<file path="src/hdl/ortp_pkg.sv">
// Shared types and constants for the oriented rectangle overlap test.
// No dependencies; imported by every module of the block.
`default_nettype none
package ortp_pkg;

    localparam int SIN_W = 16;               // signed Q14 sine/cosine, range +-16384
    localparam int T_W   = 17;               // Q16 quadrant fraction, 0..65536
    localparam int MAG_W = 15;               // unsigned quarter-sine magnitude

    localparam logic [16:0] POLY_A  = 17'd102918;
    localparam logic [15:0] POLY_B  = 16'd42120;
    localparam logic [12:0] POLY_C  = 13'd4738;
    localparam logic [14:0] ONE_Q14 = 15'd16384;
    localparam logic [16:0] T_ONE   = 17'd65536;

    localparam logic [1:0] QUAD_0 = 2'd0;
    localparam logic [1:0] QUAD_1 = 2'd1;
    localparam logic [1:0] QUAD_2 = 2'd2;
    localparam logic [1:0] QUAD_3 = 2'd3;

    localparam int NUM_LANES = 4;

    typedef struct packed {
        logic x2_en;
        logic inner_en;
        logic poly_en;
        logic out_en;
    } ortp_sine_ctl_t;

    typedef struct packed {
        logic prod_en;
        logic sum_en;
        logic mul_en;
        logic ok_en;
    } ortp_lane_ctl_t;

endpackage
`default_nettype wire

</file>
<file path="src/hdl/ortp_sine.sv">
// Four-stage pipelined first-quadrant sine polynomial, Q16 in, Q14 out.
// Depends on ortp_pkg.
`default_nettype none
module ortp_sine (
    input  wire logic                          aclk,
    input  wire ortp_pkg::ortp_sine_ctl_t      ctl,
    input  wire logic [ortp_pkg::T_W-1:0]      t,
    output logic      [ortp_pkg::MAG_W-1:0]    mag
);
    import ortp_pkg::*;

    logic [16:0]  x2_reg, x2_2_reg;
    logic [16:0]  t1_reg, t2_reg, t3_reg;
    logic [15:0]  inner_reg;
    logic [16:0]  poly_reg;
    logic [MAG_W-1:0] mag_reg;

    logic [33:0] tt;
    logic [29:0] xc;
    logic [32:0] xi;
    logic [33:0] tp;
    logic [18:0] rnd;

    always_comb begin
        tt  = 34'(t) * 34'(t);
        xc  = 30'(x2_reg) * 30'(POLY_C);
        xi  = 33'(x2_2_reg) * 33'(inner_reg);
        tp  = 34'(t3_reg) * 34'(poly_reg);
        rnd = (19'(tp[33:16]) + 19'd2) >> 2;
    end

    always_ff @(posedge aclk) begin
        if (ctl.x2_en) begin
            x2_reg <= tt[32:16];
            t1_reg <= t;
        end
        if (ctl.inner_en) begin
            inner_reg <= POLY_B - 16'(xc[29:16]);
            x2_2_reg  <= x2_reg;
            t2_reg    <= t1_reg;
        end
        if (ctl.poly_en) begin
            poly_reg <= POLY_A - xi[32:16];
            t3_reg   <= t2_reg;
        end
        if (ctl.out_en) begin
            mag_reg <= (rnd > 19'(ONE_Q14)) ? ONE_Q14 : rnd[MAG_W-1:0];
        end
    end

    assign mag = mag_reg;

endmodule
`default_nettype wire

</file>
<file path="config.mk">
export PLATFORM = sky130hd
export DESIGN_NAME = ortp_sine
export DESIGN_NICKNAME = d
export VERILOG_FILES = /design/src/hdl/ortp_pkg.sv /design/src/hdl/ortp_sine.sv
export SDC_FILE = /design/constraint.sdc
export NUM_CORES = 2
export LEC_CHECK = 0
export ABC_CLOCK_PERIOD_IN_PS = 8300
export BUFFER_PORTS_ARGS = -buffer_cell sky130_fd_sc_hd__buf_2
export CAP_MARGIN = 20
export CORE_ASPECT_RATIO = 0.7
export CORE_MARGIN = 2
export CORE_UTILIZATION = 50
export CTS_CLUSTER_SIZE = 12
export DETAILED_ROUTE_END_ITERATION = 12
export PLACE_DENSITY = 0.65
export SKIP_CTS_REPAIR_TIMING = 1
export SLEW_MARGIN = 20
export SYNTH_ARGS = -nofsm -noshare
export SYNTH_HDL_FRONTEND = slang
export SYNTH_SLANG_ARGS = --single-unit
</file>
<file path="constraint.sdc">
create_clock -name aclk -period 8.3 [get_ports aclk]
set_input_delay 0.83 -clock aclk [delete_from_list [all_inputs] [get_ports aclk]]
set_output_delay 0.83 -clock aclk [all_outputs]
set_load 0.005 [all_outputs]
</file>
# == Word level (Yosys, flattened, before mapping) ==
# Index checks and enable logic that the tools add are counted.
# totals
ff_bits,133
elab_cells,16
input_bits,22
output_inout_bits,15
# classes
addsub,3
multipliers,4
magnitude_cmp,1
# ops
op,count
$mul 17x17->34,1
$mul 17x16->33,1
$mul 17x17->33,1
$mul 17x12->29 const B,1
$add 18x2->19 const B,1
$gt 17x15->1 const B,1
$sub 17x17->17 const A,1
$sub 16x14->16 const A,1

# == Longest topological paths before layout ==
# depth
depth_word,3
ltp_mapped,29
depth_no_buf,28

# == Worst setup path after synthesis ==
# Ideal clock, no wire load.
# synth_path
kind,register to register
startpoint,reg poly_reg[9]
endpoint,reg mag_reg[14] (netlist: mag[14]) (data pin)
path_stages_with_launch,27
required_ns,8.038
setup_time_ns,0.262
period_less_slack_ns,7.100
arrival_time_ns,6.838
setup_slack_ns,1.200
path_buffers,2
cell_sequence,edfxtp_1 -> clkbuf_1 -> clkbuf_1 -> nand2_1 -> fa_1 -> inv_1 -> fa_1 -> inv_1 -> fa_1 -> inv_1 -> fa_1 -> fa_1 -> inv_1 -> fa_1 -> inv_1 -> ha_1 -> nand3_1 -> nor2_2 -> and3_1 -> or3b_4 -> and3_1 -> a311o_1 -> nand4b_4 -> nor4_1 -> mux2i_1 -> inv_1 -> or2_2
# synth_between
elab_chain_len,3
# synth_rtl
item,line,rtl
"start, declared",ortp_sine.sv:15,logic [16:0] poly_reg;
"start signal, assigned",ortp_sine.sv:43,poly_reg <= POLY_A - xi[32:16];
$mul 17x17->34 (*),ortp_sine.sv:28,tp = 34'(t3_reg) * 34'(poly_reg);
$add 18x2->19 (*),ortp_sine.sv:29,rnd = (19'(tp[33:16]) + 19'd2) >> 2;
$gt 17x15->1,ortp_sine.sv:47,mag_reg <= (rnd > 19'(ONE_Q14)) ? ONE_Q14 : rnd[MAG_W-1:0];
"end signal, assigned",ortp_sine.sv:47,
"end, declared",ortp_sine.sv:16,logic [MAG_W-1:0] mag_reg;
# Every way passes the cells marked *; elsewhere a longest branch is shown, timed or not.
# A chain may end at the register's enable or synchronous reset.

# == Worst setup path after layout ==
# layout_path
startpoint,reg poly_reg[6]
endpoint,reg mag_reg[14] (netlist: mag[14]) (data pin)
# The elaborated chain is that of the path after synthesis.

==> results.py <==
metrics = {
    "run_status": {
        "outcome": "finished clean",
    },
    "global_routing": {
        "grt_start_max_net_pins": 51,
        "grt_first_pass_wirelength_um": 127000,
        "vias_in_the_first_global_route": 23921,
        "grt_usage_pct": 23.17,
        "grt_antenna_before_repair": 0,
        "grt_overflow_total": 0,
    },
    "critical_path": {
        "critical_path.startpoint_type": "flip-flop",
        "path_max_fanout": 17,
        "critical_path_class": "flip-flop to flip-flop",
        "worst_path_max_stage_delay_ns": 0.69,
        "cp_data_arrival_time_ns": 7.89,
        "most_frequent_cell_on_the_critical_path": "fa_1",
        "worstPathCellList": "and2_1 > fa_1 > inv_1 > fa_1 > fa_1 > inv_1 > fa_1 > fa_1 > inv_1 > fa_1 > inv_1 > ha_1 > nand3_1 > nor2_2 > and3_1 > or3b_4 > and3_1 > a311o_1 > nand4b_4 > nor4_1 > mux2i_1 > inv_1 > or2_2",
        "worst_ep_required_time_ns": 8.49,
        "critPathSlowestCell": "edfxtp_1",
        "worstSetupEndpointType": "flip-flop",
    },
    "sta": {
        "fin_crit_ns": 7.703,
        "worst_pin_slew_ns": 0.9256,
        "timing.fmax_mhz": 129.8,
        "fin_worst_skew_ns": 0.02981,
        "total_setup_violations_reported_at_the_end_of_the_flow": 0,
        "report.final.hold_viol_count": 0,
        "worst_slew_margin_rel_pct": 37.64,
        "grt_setup_unrepaired": "false",
        "timing.setup.tns_ns": 0,
        "min_period_over_period_pct": 92.80,
        "finalMaxSlewViolations": 0,
    },
    "clocking": {
        "clkLatencyLatePin_ns": 0.46,
        "cts_tree": "done",
        "clock_path_buffers": 2,
        "clock_tree.root_cell": "clkbuf_16",
        "htreeDepth": 4,
        "number_of_clock_buffers_inserted_by_tritoncts": 17,
        "numClockSinks": 133,
        "clkTransAtPathRegs_ns": 0.09,
    },
    "placed_design": {
        "hpwl_detailed_um": 60050,
        "gp_congestion": 0.8822,
        "port_buffers": 36,
    },
    "cells_and_area": {
        "post_route_cells_drive_above_1_share_pct": 5.410,
        "area.growth.synth_to_final_pct": 5.834,
        "area.sequential_sq_mm": 0.003994,
        "area_of_the_multi_input_gates_sq_mm": 0.02571,
        "nFillCells": 6018,
        "final_nets": 4599,
        "n_antenna_cell": 0,
    },
    "synth": {
        "synthesis.instances": 3534,
        "yosys-top-cells-area": "fa_1, ha_1, edfxtp_1, inv_1, and2_1",
        "synth_common_cells": "inv_1, fa_1, nand2_1",
        "yosys_warnings": 0,
        "syn-mean-instance-area_sq_um": 9.455,
        "yosys.area.top_type_share_pct": 38.23,
        "synth_top_cell_by_area": "fa_1",
        "synth_fp_nets": 4597,
        "synth_edf_count": 133,
        "postSynth.asyncResetShare_pct": 0,
        "synthDistinctLibCells": 100,
        "ys_dominant_reg_cell": "edfxtp_1",
        "top_count_cell_post_synth": "inv_1",
        "synth.cell_area_sq_mm": 0.03341,
        "synth-seq-area-share_pct": 11.95,
        "ys_seq_elements": 133,
    },
    "floorplan": {
        "dieWidth_um": 313.0,
        "placementRows": 79,
        "initial_utilization_pct": 50.38,
        "core_area_sq_mm": 0.06632,
        "die_area_sq_mm": 0.06894,
        "die-height_um": 220.3,
        "ioPinCount": 37,
    },
    "hold_path": {
        "worst_hold_path_type": "flip-flop to flip-flop",
    },
    "job": {
        "cap_viol_max_count": 0,
    },
    "detailed_routing": {
        "drtIter0Drc": 1418,
        "via_count": 22985,
        "drt-total-wl_um": 75370,
        "drc": 0,
        "detail_route.first_pass.iterations": 6,
        "wl_per_cell_um": 16.98,
        "final_antenna_net_count": 0,
        "route.detailed.vias_per_inst": 5.177,
    },
}
-- routing by layer --
| layer | track usage [%] | wire (um) |
|---|---|---|
| met4 | 2.998 | 609 |
| met1 | 35.41 | 37120 |
| met2 | 34.09 | 30950 |
| met3 | 5.708 | 6694 |
| met5 | 0 | 0 |
-- worst max-delay path, delay by kind of cell, from the launching register on --
kind	cells	cell delay, ns
adder cells (fa/ha/maj)	7	3.27
AND/OR/NAND/NOR	9	2.36
flip-flops	1	0.69
buffers and inverters	5	0.41
multiplexers	1	0.37
AO/OA/AOI/OAI	1	0.35
-- cell type report --
class / instances / area share (%)
Clock inverter: 15 / 0.3963
Tap cell: 891 / 3.153
Inverter: 868 / 9.213
Timing Repair Buffer: 101 / 2.031
Multi-Input combinational cell: 2415 / 72.71
Clock buffer: 17 / 1.203
Sequential cell: 133 / 11.29
-- cells in the final DEF, fill, tap and decap left out, drive strengths merged, types with 8 or more instances in the layout --
| cell type | Yosys | routed |
|---|---|---|
| inv | 868 | 875 |
| fa | 638 | 638 |
| nand2 | 460 | 460 |
| ha | 403 | 403 |
| and2 | 290 | 290 |
| edfxtp | 133 | 133 |
| buf | 6 | 101 |
| nor2 | 78 | 78 |
| xnor2 | 71 | 71 |
| a21oi | 67 | 67 |
| nor3 | 46 | 46 |
| o21ai | 40 | 40 |
| a21o | 30 | 30 |
| nand3 | 30 | 30 |
| xor2 | 25 | 25 |
| a211oi | 18 | 18 |
| clkbuf | 112 | 17 |
| o21a | 16 | 16 |
| and3 | 14 | 14 |
| nand4 | 12 | 12 |
| o211ai | 11 | 11 |
| nand2b | 10 | 10 |
| a31oi | 10 | 10 |
| or2 | 9 | 9 |
| o2111ai | 9 | 9 |
| nor2b | 8 | 8 |
-- stage by stage --
step	setup slack, ns	cell area (sq um)	utilization, %	cells	hold slack, ns
after floorplan	1.200	33410	-	3534	0.4003
after global placement	0.5300	34400	51.87	4363	0.4003
after detailed placement	0.3110	34400	51.87	4363	0.4045
after CTS	0.2738	34970	52.72	4395	0.3977
after global routing	0.1364	35360	53.32	4440	0.4032
final	0.5974	35360	53.32	4440	0.3907
-- kinds of logic after synthesis --
kind of cell	count (synthesis)	share of synthesized area, %
DFF	133	11.95
AOI/OAI and AO/OA	269	5.894
adders and majority gates	1041	53.32
and+or+nand+nor	999	14.86
buffers and inverters	986	11.12
xor gates and xnor gates	96	2.539
muxes	10	0.3145
-- path summary, 6_finish.rpt --
kind	endpoint	startpoint	slack, ns	depth (start not counted)
hold reg to reg	t3_reg[8]	t2_reg[8]	0.39	0
hold / removal	t3_reg[8]	t2_reg[8]	0.39	0
setup / recovery	mag[14]	poly_reg[6]	0.60	23
setup reg to reg	mag[14]	poly_reg[6]	0.60	23
Power is not shown: default switching activity piles up to over one toggle a cycle in this logic, so the estimate is an artifact.
